--- src/hdl/gsc_pkg.sv ---
// ----------------------------------------------------------------------------
// gsc_pkg
// Shared constants for the grid segment collision checker: item kinds,
// register indexes and the divider geometry.
// ----------------------------------------------------------------------------
package gsc_pkg;

    // item kinds
    localparam logic [1:0] KIND_CELL  = 2'd0;
    localparam logic [1:0] KIND_POINT = 2'd1;
    localparam logic [1:0] KIND_SEG   = 2'd2;
    localparam logic [1:0] KIND_RSVD  = 2'd3;

    // register indexes (byte address / 4)
    localparam logic [2:0] REG_MAP_LOADED = 3'd0;
    localparam logic [2:0] REG_ORIGIN_X   = 3'd1;
    localparam logic [2:0] REG_ORIGIN_Y   = 3'd2;
    localparam logic [2:0] REG_RESOLUTION = 3'd3;
    localparam logic [2:0] REG_SIZE_X     = 3'd4;
    localparam logic [2:0] REG_SIZE_Y     = 3'd5;
    localparam logic [2:0] REG_THRESHOLD  = 3'd6;

    // divider: dividend / quotient width and divisor width
    localparam int DIV_NW = 64;
    localparam int DIV_DW = 34;

endpackage

--- src/hdl/gsc_div.sv ---
// ----------------------------------------------------------------------------
// gsc_div
// Unsigned restoring divider, one quotient bit per cycle. A start pulse loads
// the operands; done pulses when the quotient is ready and it then holds.
// ----------------------------------------------------------------------------
module gsc_div (
    input  logic                        i_clk,
    input  logic                        i_rst_n,
    input  logic                        i_start,
    input  logic [gsc_pkg::DIV_NW-1:0]  i_num,
    input  logic [gsc_pkg::DIV_DW-1:0]  i_den,
    output logic                        o_done,
    output logic [gsc_pkg::DIV_NW-1:0]  o_quo
);
    import gsc_pkg::*;

    localparam int CW = $clog2(DIV_NW);

    logic              r_busy;
    logic              r_done;
    logic [CW-1:0]     r_cnt;
    logic [DIV_DW-1:0] r_rem;
    logic [DIV_DW-1:0] r_den;
    logic [DIV_NW-1:0] r_quo;

    logic [DIV_DW:0]   trial;
    logic [DIV_DW:0]   diff;
    logic              ge;

    // shift in next dividend bit, subtract when it fits
    assign trial = {r_rem, r_quo[DIV_NW-1]};
    assign ge    = trial >= {1'b0, r_den};
    assign diff  = trial - {1'b0, r_den};

    always_ff @(posedge i_clk) begin
        if (!i_rst_n) begin
            r_busy <= 1'b0;
            r_done <= 1'b0;
            r_cnt  <= '0;
        end else begin
            r_done <= 1'b0;
            if (i_start) begin
                r_busy <= 1'b1;
                r_cnt  <= '0;
            end else if (r_busy) begin
                r_cnt <= r_cnt + 1'b1;
                if (r_cnt == CW'(DIV_NW - 1)) begin
                    r_busy <= 1'b0;
                    r_done <= 1'b1;
                end
            end
        end
    end

    // datapath
    always_ff @(posedge i_clk) begin
        if (i_start) begin
            r_quo <= i_num;
            r_den <= i_den;
            r_rem <= '0;
        end else if (r_busy) begin
            r_rem <= ge ? diff[DIV_DW-1:0] : trial[DIV_DW-1:0];
            r_quo <= {r_quo[DIV_NW-2:0], ge};
        end
    end

    assign o_done = r_done;
    assign o_quo  = r_quo;

    // done is a single pulse per division
    a_done_pulse: assert property (@(posedge i_clk) disable iff (!i_rst_n)
        r_done |=> !r_done) else $error("divider done held");
    // done only ends a running division
    a_done_src: assert property (@(posedge i_clk) disable iff (!i_rst_n)
        r_done |-> $past(r_busy)) else $error("divider done without run");
    // busy and done never overlap
    a_busy_done: assert property (@(posedge i_clk) disable iff (!i_rst_n)
        !(r_busy && r_done)) else $error("divider busy during done");

endmodule

--- config.mk ---
export PLATFORM = sky130hd
export DESIGN_NAME = gsc_div
export DESIGN_NICKNAME = d
export VERILOG_FILES = /design/src/hdl/gsc_pkg.sv /design/src/hdl/gsc_div.sv
export SDC_FILE = /design/constraint.sdc
export NUM_CORES = 1
export LEC_CHECK = 0
export ABC_CLOCK_PERIOD_IN_PS = 5450
export BUFFER_PORTS_ARGS = -buffer_cell sky130_fd_sc_hd__buf_2
export CAP_MARGIN = 10
export CORE_MARGIN = 1
export CORE_UTILIZATION = 30
export DETAILED_ROUTE_END_ITERATION = 10
export PLACE_DENSITY = 0.52
export SLEW_MARGIN = 20
export SYNTH_ARGS = -nofsm -noshare
export SYNTH_HDL_FRONTEND = slang
export SYNTH_SLANG_ARGS = --single-unit
--- constraint.sdc ---
create_clock -name i_clk -period 5.45 [get_ports i_clk]
set_clock_uncertainty 0.05 [all_clocks]
set_input_delay 1.09 -clock i_clk [delete_from_list [all_inputs] [get_ports i_clk]]
set_output_delay 1.09 -clock i_clk [all_outputs]
set_load 0.01 [all_outputs]
# Word level (Yosys, flattened, before mapping)
# Index checks and enable logic that the tools add are counted.
[word_totals]
reg_bits = 140
inputBits = 101
output_inout_bits = 65
elab_cells = 22
[classes]
add_sub_neg = 2
order_cmp = 1
eq_ne = 1
mux = 7
n_bitwise = 2
reduce_logical = 3
[op_table]
columns = ["operator", "count"]
rows = [
  ["$mux W64", 2],
  ["$ge A35 B34 Y1", 1],
  ["$mux W34", 1],
  ["$sub A34 B34 Y34", 1],
  ["$add A6 B1 Y6 const B", 1],
  ["$eq A6 B6 Y1 const B", 1],
  ["$mux W1", 4],
  ["$reduce_or A3 Y1", 1],
  ["$not A1 Y1", 2],
  ["$reduce_bool A2 Y1", 1],
  ["$reduce_or A2 Y1", 1],
]

# Logic depth before layout (Yosys ltp)
# Gate-level depths: netlist of run 1.
[logic_depth]
word_depth = 4
depth_mapped = 12
mapped_depth_nobuf = 12

# Worst setup path before layout of run 1
# OpenSTA, ideal clock, no wires.
[synth_path]
path_kind = "register to register"
startpoint = "register r_quo[63], in the netlist o_quo[63]"
endpoint = "register r_rem[30]"
setup_ps = 135
arrival_ps = 2949
required_ps = 5265
path_slack_ps = 2315
stages_incl_launch_ff = 13
n_path_buf = 0
synth_period_minus_slack_ps = 3135
cell_sequence = "edfxtp_1 -> inv_1 -> ha_1 -> inv_1 -> fa_1 -> a211oi_1 -> o211ai_1 -> a21boi_0 -> o21ai_0 -> a221oi_1 -> o221ai_1 -> xnor2_1 -> o211ai_1"
[synth_between]
elab_chain_cells = 2
elab_cells_between_ends = 3
cone_classes = "add/sub (1); order compare (1); mux (1)"
[synth_rtl]
columns = ["element", "line_no", "rtl"]
rows = [
  ["start, declared", "gsc_div.sv:24", "logic [DIV_NW-1:0] r_quo;"],
  ["start signal, assigned", "gsc_div.sv:58", "r_quo <= i_num;"],
  ["start signal, assigned", "gsc_div.sv:63", "r_quo <= {r_quo[DIV_NW-2:0], ge};"],
  ["$sub A34 B34 Y34 or $ge A35 B34 Y1 (tied branches)", "gsc_div.sv:33, gsc_div.sv:32", ""],
  ["$mux W34 *", "gsc_div.sv:62", "r_rem <= ge ? diff[DIV_DW-1:0] : trial[DIV_DW-1:0];"],
  ["end signal, assigned", "gsc_div.sv:62", ""],
  ["end, declared", "gsc_div.sv:22", "logic [DIV_DW-1:0] r_rem;"],
]
# Mark *: on every way between the ends. The rest lies on a longest branch, timed or not.
# A chain may end at the register's enable or synchronous reset.

# Worst setup path after layout of run 1
# Same ends and word-level chain as after synthesis.

==> run summary, run 1 <==
Setup TNS: 0 ps
starting density of the core: 30.4%
largest net degree at the start of global routing: 86
# Max-Cap Violations: 0
drc violations: 0
CP Depth: 12
per-cell routed wire length: 17.6 um
Synth Area in Compound Gates: 15.3%
adder-cell share of the synthesized area: 6.00%
Setup-failing EPs final: 0
Hold-fix buffers, CTS: 0
HPWL Detailed: 15,200 um
synth unique cells: 56
clk root buf: clkbuf_16
post-placement cell count: 1,179
total gr overflow: 0
EDFF count, synth: 98
Hold Violations, Final: 0
P&R area growth vs syn: 23.0%
CTS Sinks: 140
DIE AREA: 26,100 um^2
YS warnings: 0
Power, Total: 0.00293 W
final std cells w/o fill: 1,212
Slowest cell on crit path: a221oi_1
chip height: 162 um
mean post-synth cell area: 10.8 um^2
drt initial violations: 413
Post-Synth Simple-Gate Area: 11.7%
Worst Setup Start Kind: flip-flop
Final Critical Period: 3950 ps
Worst-path clk slew: 70 ps
crit path buf inv count: 2
status: finished clean
WHS Path Cells: 2
fill cell count: 2,560
Reg area: 3780 um^2
multiplexer area fraction after synthesis: 9.84%
CTS H-tree depth: 4
IO Pins: 166
layout cells sized above 1: 31.9%
Worst Setup End Kind: flip-flop
Via-to-Cell Ratio: 5.07
DRT Pass-1 Iters: 6
Hold Path Class: reg -> reg
worst vdd ir: 0.168 mV
Pleak: 3.96 nW
Seq cells post-synth: 140
CTS tree: yes
number of global-route vias before repair: 6,206
largest family of logic cells by synthesized area: compound AO/OA/AOI/OAI gates
area of the multi-input gates: 3560 um^2
Placer Congestion: 0.818
Crit path max-delay family: compound AO/OA/AOI/OAI gates
Area after DPL: 8820 um^2
Max stage delay on crit path: 790 ps
crit path max fanout: 4
Critical Path AT: 4190 ps
TritonCTS Buffers: 17
R2R depth: 12
Tightest Pin Transition: 854 ps
fin. max-slew vios: 0
RSZ-0062 raised after global routing: no
relative slew slack: 43.1%
Clock Latency Late Sink: 430 ps
Power Dens Cells: 311 nW/um^2
fmax: 0.253 GHz
post_cts resized: 0
R2R Setup Slk: 1500 ps
initial antenna violation count: 2
first-pass GRT wire length: 33,500 um
Mapped Area: 7640 um^2
total nets after synthesis: 847
worst-case clock buffer depth: 2
ANT nets after route: 0
Setup Fix Bufs, Post-CTS: 0
CP cell instances: inv_1, ha_1, inv_1, fa_1, a211oi_1, o211ai_1, a21boi_0, o21ai_0, a221oi_1, o221ai_1, xnor2_1, o211ai_1
PortBufs: 165
Async S/R FF share, synth: 0%
die width: 162 um
gr usage total: 16.7%
Final Cell Area: 9400 um^2
DR vias: 6,143
core area: 25,100 um^2
Total Nets Final: 1,005
drt total wl: 21,300 um
XOR/XNOR share of the synthesized area: 3.67%
Worst EP required: 5700 ps
register area share after synthesis: 49.5%
dominant synthesized flop cell: edfxtp_1
Row Count: 58
WS Path Type: reg -> reg
Tcrit/Tclk final: 72.4%
cells after synthesis: 710
## final cells by class
class	count	area share, %
timing repair buffer	172	9.51
antenna	1	0.0266
inverter	44	1.76
tap	330	4.39
clock inverter	14	1.56
multi-input combinational	493	37.9
clock buffer	18	4.57
sequential	140	40.3
## cells by family (layout without fill, tap and decap cells)
logic type / count (synthesis) / after routing
muxes: 67 / 67
xor gates and xnor gates: 32 / 32
other: 0 / 1
and+or+nand+nor: 185 / 185
DFF: 140 / 140
adders and majority gates: 36 / 36
AOI/OAI and AO/OA: 173 / 173
buffers and inverters: 77 / 248
## worst paths after layout
kind / from / to
worst max-delay path: o_quo[63] / r_rem[30]
worst min-delay path: r_rem[2] / r_rem[2]
worst max register to register: o_quo[63] / r_rem[30]
worst min register to register: r_rem[2] / r_rem[2]
## power breakdown
group / total [W] / internal, W / switching [W] / leakage [nW]
sequential: 0.00128 / 0.00124 / 0.0000453 / 1.32
clock: 0.00116 / 0.000612 / 0.000546 / 0.280
combinational: 0.000483 / 0.000212 / 0.000271 / 2.36
total: 0.00293 / 0.00206 / 0.000862 / 3.96
## worst min-delay path: cells and delay by family, from the launching register on
kind               cells  cell delay, ps
and+or+nand+nor        1              60
DFF                    1             330
AOI/OAI and AO/OA      1              60
## sequential cells by signal, summed over array words and instances, names as in the netlist
name,cells
o_quo,64
r_den,34
r_rem,34
r_cnt,6
o_done,1
r_busy,1
## layer usage
metal  vias to the layer above  GRT usage [%]  part of all wire [%]
met1                      2928           21.0                    44
met3                        18           6.24                   8.1
met4                         2           4.33                   1.1
met5                         -              0                 0.080
met2                       215           26.8                    47
li1                       2980              -                     -
## cell usage in the layout (no fill, tap or decap), types with 19 or more instances in the layout
master / n
mux2_2: 65
dfxtp_1: 42
nand3_1: 26
ha_1: 35
edfxtp_1: 98
a21oi_1: 33
a311oi_1: 19
o21ai_0: 31
nor2_1: 44
and3_1: 20
inv_1: 43
nand2_1: 50
buf_2: 164
## synth_stat cells (all sizes together), types with 3 or more instances
library cell  number  area [um^2]
a21boi             3         22.5
nand4             10         62.6
a31oi             10         62.6
or3                5         31.3
nor3               7         35.0
xor2              17          149
o21ai             47          235
o211ai            14          115
buf                3         26.3
a21o              10         75.1
xnor2             15          131
mux2              65          732
a211oi             6         45.0
and3              21          133
a311oi            19          166
nand2             50          188
ha                35          438
a21oi             33          165
edfxtp            98         2940
inv               44          165
nand3             27          140
and2               8         50.1
clkbuf            30          113
dfxtp             42          841
o21a               5         37.5
o31ai              4         30.0
nor2b              4         25.0
nor2              44          165
## stage by stage
stage | hold WS [ps] | util (%) | setup slack (ps)
floorplan | 403 | - | 2320
global placement | 421 | 35.1 | 1570
detailed placement | 423 | 35.1 | 1500
CTS | 438 | 37.4 | 1490
global route | 457 | 37.4 | 1190
finish | 435 | 37.4 | 1500
Power figures use the tool's default switching activity.
==> run 2: changes to the inputs <==
Settings changed: ABC_AREA from default to 1, ABC_CLOCK_PERIOD_IN_PS 5450 to 3970.
Clock period 5.45 ns to 3.97 ns, I/O delays scaled along.
==> run 2 against run 1 <==
Compared with the run above: sequential share of layout area fell by 3.1 points; non-clock buffer count increased by 1; clock power is 46% higher; critical path depth is 1 higher; core utilization grew 0.068 points; worst setup slack got worse by 270 ps; critical endpoint is now r_rem[5]; largest power group unchanged.
==> run summary, run 2 <==
Worst EP required: 4230 ps
Hold Path End: r_rem[19]
die width: 169 um
CTS Sinks: 140
fmax: 0.366 GHz
drt total wl: 24,700 um
# Max-Cap Violations: 0
RSZ-0062 raised after global routing: no
per-cell routed wire length: 14.8 um
P&R area growth vs syn: 21.9%
Total Nets Final: 1,423
Worst-path clk slew: 70 ps
Hold Violations, Final: 0
Tightest Pin Transition: 870 ps
Max stage delay on crit path: 580 ps
drc violations: 0
Slowest cell on crit path: nor2_4
worst hold start: r_rem[19]
IO Pins: 166
first-pass GRT wire length: 39,200 um
YS warnings: 0
Final Critical Period: 2730 ps
area of the multi-input gates: 3780 um^2
TritonCTS Buffers: 17
most common cell after layout, fill and taps aside: nand2_1
top post-synthesis cells by count: 458 x nand2_1, 169 x inv_1, 98 x edfxtp_1
worst vdd ir: 0.259 mV
most instantiated library cell after synthesis: nand2_1
Setup TNS: 0 ps
Pleak: 5.26 nW
fill cell count: 2,958
post_cts resized: 0
core area: 27,200 um^2
status: finished clean
Tcrit/Tclk final: 68.9%
Mapped Area: 8360 um^2
crit path buf inv count: 2
cells after synthesis: 1,123
ANT nets after route: 0
DR vias: 7,564
Hold-fix buffers, CTS: 0
number of global-route vias before repair: 7,413
Hold Path Class: reg -> reg
final worst slack: 1240 ps
crit path from: r_den[11]
Setup Fix Bufs, Post-CTS: 0
Power Dens Cells: 382 nW/um^2
final core utilization: 37.5%
Reg area: 3780 um^2
Async S/R FF share, synth: 0%
area fraction of the dominant cell type after synthesis: 35.2%
DRT Pass-1 Iters: 5
fin. max-slew vios: 0
CTS H-tree depth: 4
Clock Latency Late Sink: 430 ps
crit path max fanout: 23
Post-Place Setup Slack: 1260 ps
layout cells sized above 1: 17.3%
worst-case clock buffer depth: 2
Critical Path AT: 3000 ps
Final Cell Area: 10,200 um^2
DIE AREA: 28,500 um^2
clk root buf: clkbuf_16
largest net degree at the start of global routing: 65
Worst Setup Start Kind: flip-flop
RR Startpoint: r_den[11]
mean post-synth cell area: 7.44 um^2
Area after DPL: 9570 um^2
register area share after synthesis: 45.3%
Reg-to-Reg End: r_rem[5]
Setup-failing EPs final: 0
chip height: 169 um
dominant synthesized flop cell: edfxtp_1
total gr overflow: 0
WS Path Type: reg -> reg
Placer Congestion: 0.899
EDFF count, synth: 98
relative slew slack: 41.9%
drt initial violations: 431
CP cell instances: inv_1, ha_1, nand2_1, nor2_1, nand2_1, nor2_1, nand2_1, nand2_1, nor2_4, buf_4, nand3_1, nand3_1, o21ai_1
gr usage total: 17.9%
Row Count: 60
HPWL Detailed: 18,600 um
R2R Setup Slk: 1240 ps
R2R depth: 13
area leader, netlist: edfxtp_1
synth unique cells: 39
Worst Setup End Kind: flip-flop
Crit path max-delay family: simple AND/OR/NAND/NOR gates
WHS Path Cells: 2
Via-to-Cell Ratio: 4.52
synth top area cells: edfxtp_1 35%, nand2_1 21%, dfxtp_1 10%, inv_1 7.6%, nand3_1 5.6%
initial antenna violation count: 2
most frequent cells in the layout: 458 x nand2_1, 167 x inv_1, 164 x buf_2
max reg flops: 64
cell mode on critical path: nand2_1
total nets after synthesis: 1,260
PortBufs: 165
CTS tree: yes
Seq cells post-synth: 140
starting density of the core: 30.8%
run 2: power by group:
| group | total [W] | switching (W) | internal, W | leakage, nW |
|---|---|---|---|---|
| sequential | 0.00174 | 0.0000544 | 0.00168 | 1.33 |
| clock | 0.00169 | 0.000775 | 0.000914 | 0.303 |
| combinational | 0.000471 | 0.000298 | 0.000172 | 3.63 |
| total | 0.00390 | 0.00113 | 0.00277 | 5.26 |
run 2: worst max path at each step:
stage,end,slack (ps),depth (start not counted)
floorplan,o_quo[0],520,3
global placement,r_rem[9],1260,13
detailed placement,r_rem[7],1260,15
CTS,r_rem[7],1230,13
global route,r_rem[7],1010,15
finish,r_rem[5],1240,13
run 2: area by class of cell:
class                           count  area share, %
Sequential cell                   140           37.1
Multi-Input combinational cell    784           37.1
Timing Repair Buffer              173           8.84
Inverter                          170           6.27
Tap cell                          372           4.57
Clock buffer                       17           4.17
Clock inverter                     15           1.89
Antenna cell                        1         0.0246
run 2: metal layers:
| metal | GRT usage [%] | wire length (um) | share of wire (%) | vias to the layer above |
|---|---|---|---|---|
| met5 | 0 | 10 | 0.040 | - |
| met4 | 5.53 | 408 | 1.7 | 2 |
| met3 | 4.47 | 1660 | 6.7 | 23 |
| met2 | 28.7 | 10900 | 44 | 232 |
| met1 | 23.6 | 11700 | 47 | 3425 |
| li1 | - | - | - | 3882 |
run 2: metrics by stage:
stage               hold slack [ps]  power, W  std cells
floorplan                       394   0.00202       1123
global placement                411   0.00224       1639
detailed placement              409   0.00224       1639
CTS                             424   0.00395       1671
global route                    441   0.00406       1671
finish                          422   0.00390       1672
run 2: cells by family (layout without fill, tap and decap cells):
logic type,count (synthesis),count (layout),share of synthesized area (%)
AOI/OAI and AO/OA,65,65,4.28
other,0,1,0
DFF,140,140,45.3
and+or+nand+nor,665,665,33.6
buffers and inverters,199,375,9.52
adders and majority gates,36,36,5.48
xor gates and xnor gates,18,18,1.89
run 2: worst min-delay path, delay by kind of cell, from the launching register on:
kind,cells,cell delay [ps]
AND/OR/NAND/NOR,2,100
flip-flops,1,320
==> run 3: changes to the inputs <==
Settings changed: ABC_CLOCK_PERIOD_IN_PS 3970 to 2200, PLACE_DENSITY 0.52 to 0.53.
Clock period 3.97 ns to 2.2 ns, I/O delays scaled along.
==> run 3 against run 2 <==
Compared with the run above: critical path depth decreased by 1; sequential cell count unchanged; first-iteration DRC count decreased by 12%; hold slack got worse by 280 ps; worst setup slack got worse by 1200 ps; combinational power increased by 150%; non-clock buffer count increased by 141; clock power increased by 92%; global-route usage increased by 1.2 points; core utilization increased by 8.0 points; largest cell class is now multi-input gates.
==> run summary, run 3 (synthesized netlist as in run 2, its figures left out) <==
initial antenna violation count: 2
Max stage delay on crit path: 360 ps
drc violations: 0
Clock Latency Late Sink: 430 ps
total gr overflow: 0
Worst EP required: 2510 ps
DRT Pass-1 Iters: 5
HPWL Detailed: 19,800 um
CTS tree: yes
DR vias: 8,144
WS Path Type: reg -> reg
chip height: 169 um
Hold WS: 139 ps
Slowest cell on crit path: edfxtp_1
Worst Setup Start Kind: flip-flop
PortBufs: 165
CTS H-tree depth: 4
most common cell after layout, fill and taps aside: nand2_1
IO Pins: 166
Placer Congestion: 0.925
first-pass GRT wire length: 42,100 um
final worst slack: 3.25 ps
crit path buf inv count: 3
# Max-Cap Violations: 0
starting density of the core: 30.8%
CP cell instances: inv_1, ha_4, a21o_1, a211oi_1, nand2_2, nor2_4, buf_12, nand2_8, buf_4, nand3_1, nand3_1, nand2_1
relative slew slack: 70.0%
RSZ-0062 raised after global routing: yes
max reg flops: 64
fill cell count: 2,772
R2R Setup Slk: 3 ps
ANT nets after route: 0
Post-Place Setup Slack: -203 ps
busiest grt layer: met2
RR Startpoint: r_den[32]
Crit path max-delay family: simple AND/OR/NAND/NOR gates
Row Count: 60
fmax: 0.455 GHz
gr usage total: 19.1%
worst-case clock buffer depth: 2
number of global-route vias before repair: 8,077
GR Layer Usage met1: 24.0%
status: finished clean
Critical Path AT: 2510 ps
Tightest Pin Transition: 450 ps
cell mode on critical path: nand3_1
fin. max-slew vios: 0
Reg area: 3780 um^2
Hold Path Class: in -> reg
Via-to-Cell Ratio: 4.49
TritonCTS Buffers: 17
Worst Setup End Kind: flip-flop
Total Nets Final: 1,565
crit path from: r_den[32]
most frequent cells in the layout: 412 x nand2_1, 164 x buf_2, 146 x inv_1
Final Critical Period: 2200 ps
P&R area growth vs syn: 48.0%
largest net degree at the start of global routing: 66
met3 Use GR: 4.33%
Worst-path clk slew: 80 ps
Power Dens Cells: 610 nW/um^2
CTS Sinks: 140
crit path max fanout: 5
Hold Violations, Final: 0
worst vdd ir: 0.428 mV
Reg-to-Reg End: r_rem[25]
met2 Use GR: 32.7%
Tcrit/Tclk final: 99.9%
core area: 27,200 um^2
R2R depth: 12
layout cells sized above 1: 37.1%
drt total wl: 27,200 um
DIE AREA: 28,500 um^2
Worst Setup EP: r_rem[25]
clk root buf: clkbuf_16
area of the multi-input gates: 4700 um^2
Pleak: 6.18 nW
die width: 169 um
drt initial violations: 381
CP Depth: 12
Setup-failing EPs final: 0
per-cell routed wire length: 15.0 um
==> run 3: cell types whose count changed in the layout (fill, tap and decap cells not counted), moves of 11 or more <==
cell / previous run / this run
buf_4: 8 / 132
nand2_1: 458 / 412
nand2_2: 3 / 36
ha_1: 35 / 5
ha_4: 0 / 30
nand3_1: 93 / 63
nand3_2: 6 / 34
inv_1: 167 / 146
nor2_1: 62 / 41
inv_2: 2 / 22
nor2_2: 1 / 17
a21oi_1: 27 / 15
nand2_4: 1 / 13
buf_12: 1 / 12
==> run 3: stage by stage <==
stage | std cells | util (%) | setup TNS, ps | instance area (um^2) | total power (W)
2_1_floorplan | 1123 | - | 0 | 8360 | 0.00364
3_5_place_dp | 1763 | 38.9 | -3920 | 10600 | 0.00422
3_3_place_gp | 1763 | 38.9 | -3130 | 10600 | 0.00422
4_1_cts | 1798 | 42.8 | -10.5 | 11600 | 0.00752
5_1_grt | 1814 | 45.5 | -1220 | 12400 | 0.00783
6_report | 1814 | 45.5 | 0 | 12400 | 0.00754
==> run 3: layout make-up <==
type | count | area share, %
Inverter | 170 | 5.19
Multi-Input combinational cell | 785 | 38.0
Sequential cell | 140 | 30.6
Clock buffer | 17 | 3.44
Clock inverter | 15 | 1.74
Tap cell | 372 | 3.76
Antenna cell | 1 | 0.0202
Timing Repair Buffer | 314 | 17.2
==> run 3: power breakdown <==
part,switching (W),internal [W]
Combinational,0.000644,0.000527
Clock,0.00138,0.00186
Sequential,0.0000985,0.00304
Total,0.00212,0.00542
==> run 3: repair_timing <==
action,4_1_cts,5_1_grt
buffers inserted,2,15
setup endpoints to repair,35,35
hold buffers,0,0
pin swaps,9,46
gates cloned,1,1
resized for setup,63,154
==> run 3: worst min-delay path by stage <==
stage | startpoint | endpoint | slack (ps) | cells past startpoint
after floorplan | r_rem[17] | r_rem[17] | 390 | 2
after global placement | r_rem[27] | r_rem[27] | 410 | 2
after detailed placement | r_rem[27] | r_rem[27] | 410 | 2
after CTS | i_den[3] | r_den[3] | 120 | 1
after global routing | i_den[1] | r_den[1] | 120 | 1
final | i_den[9] | r_den[9] | 140 | 1
==> run 3: routing by layer <==
metal	part of all wire [%]	routed length (um)
met1	45	12300
met2	48	12900
met3	5.4	1470
met4	2.0	539
met5	0.037	10
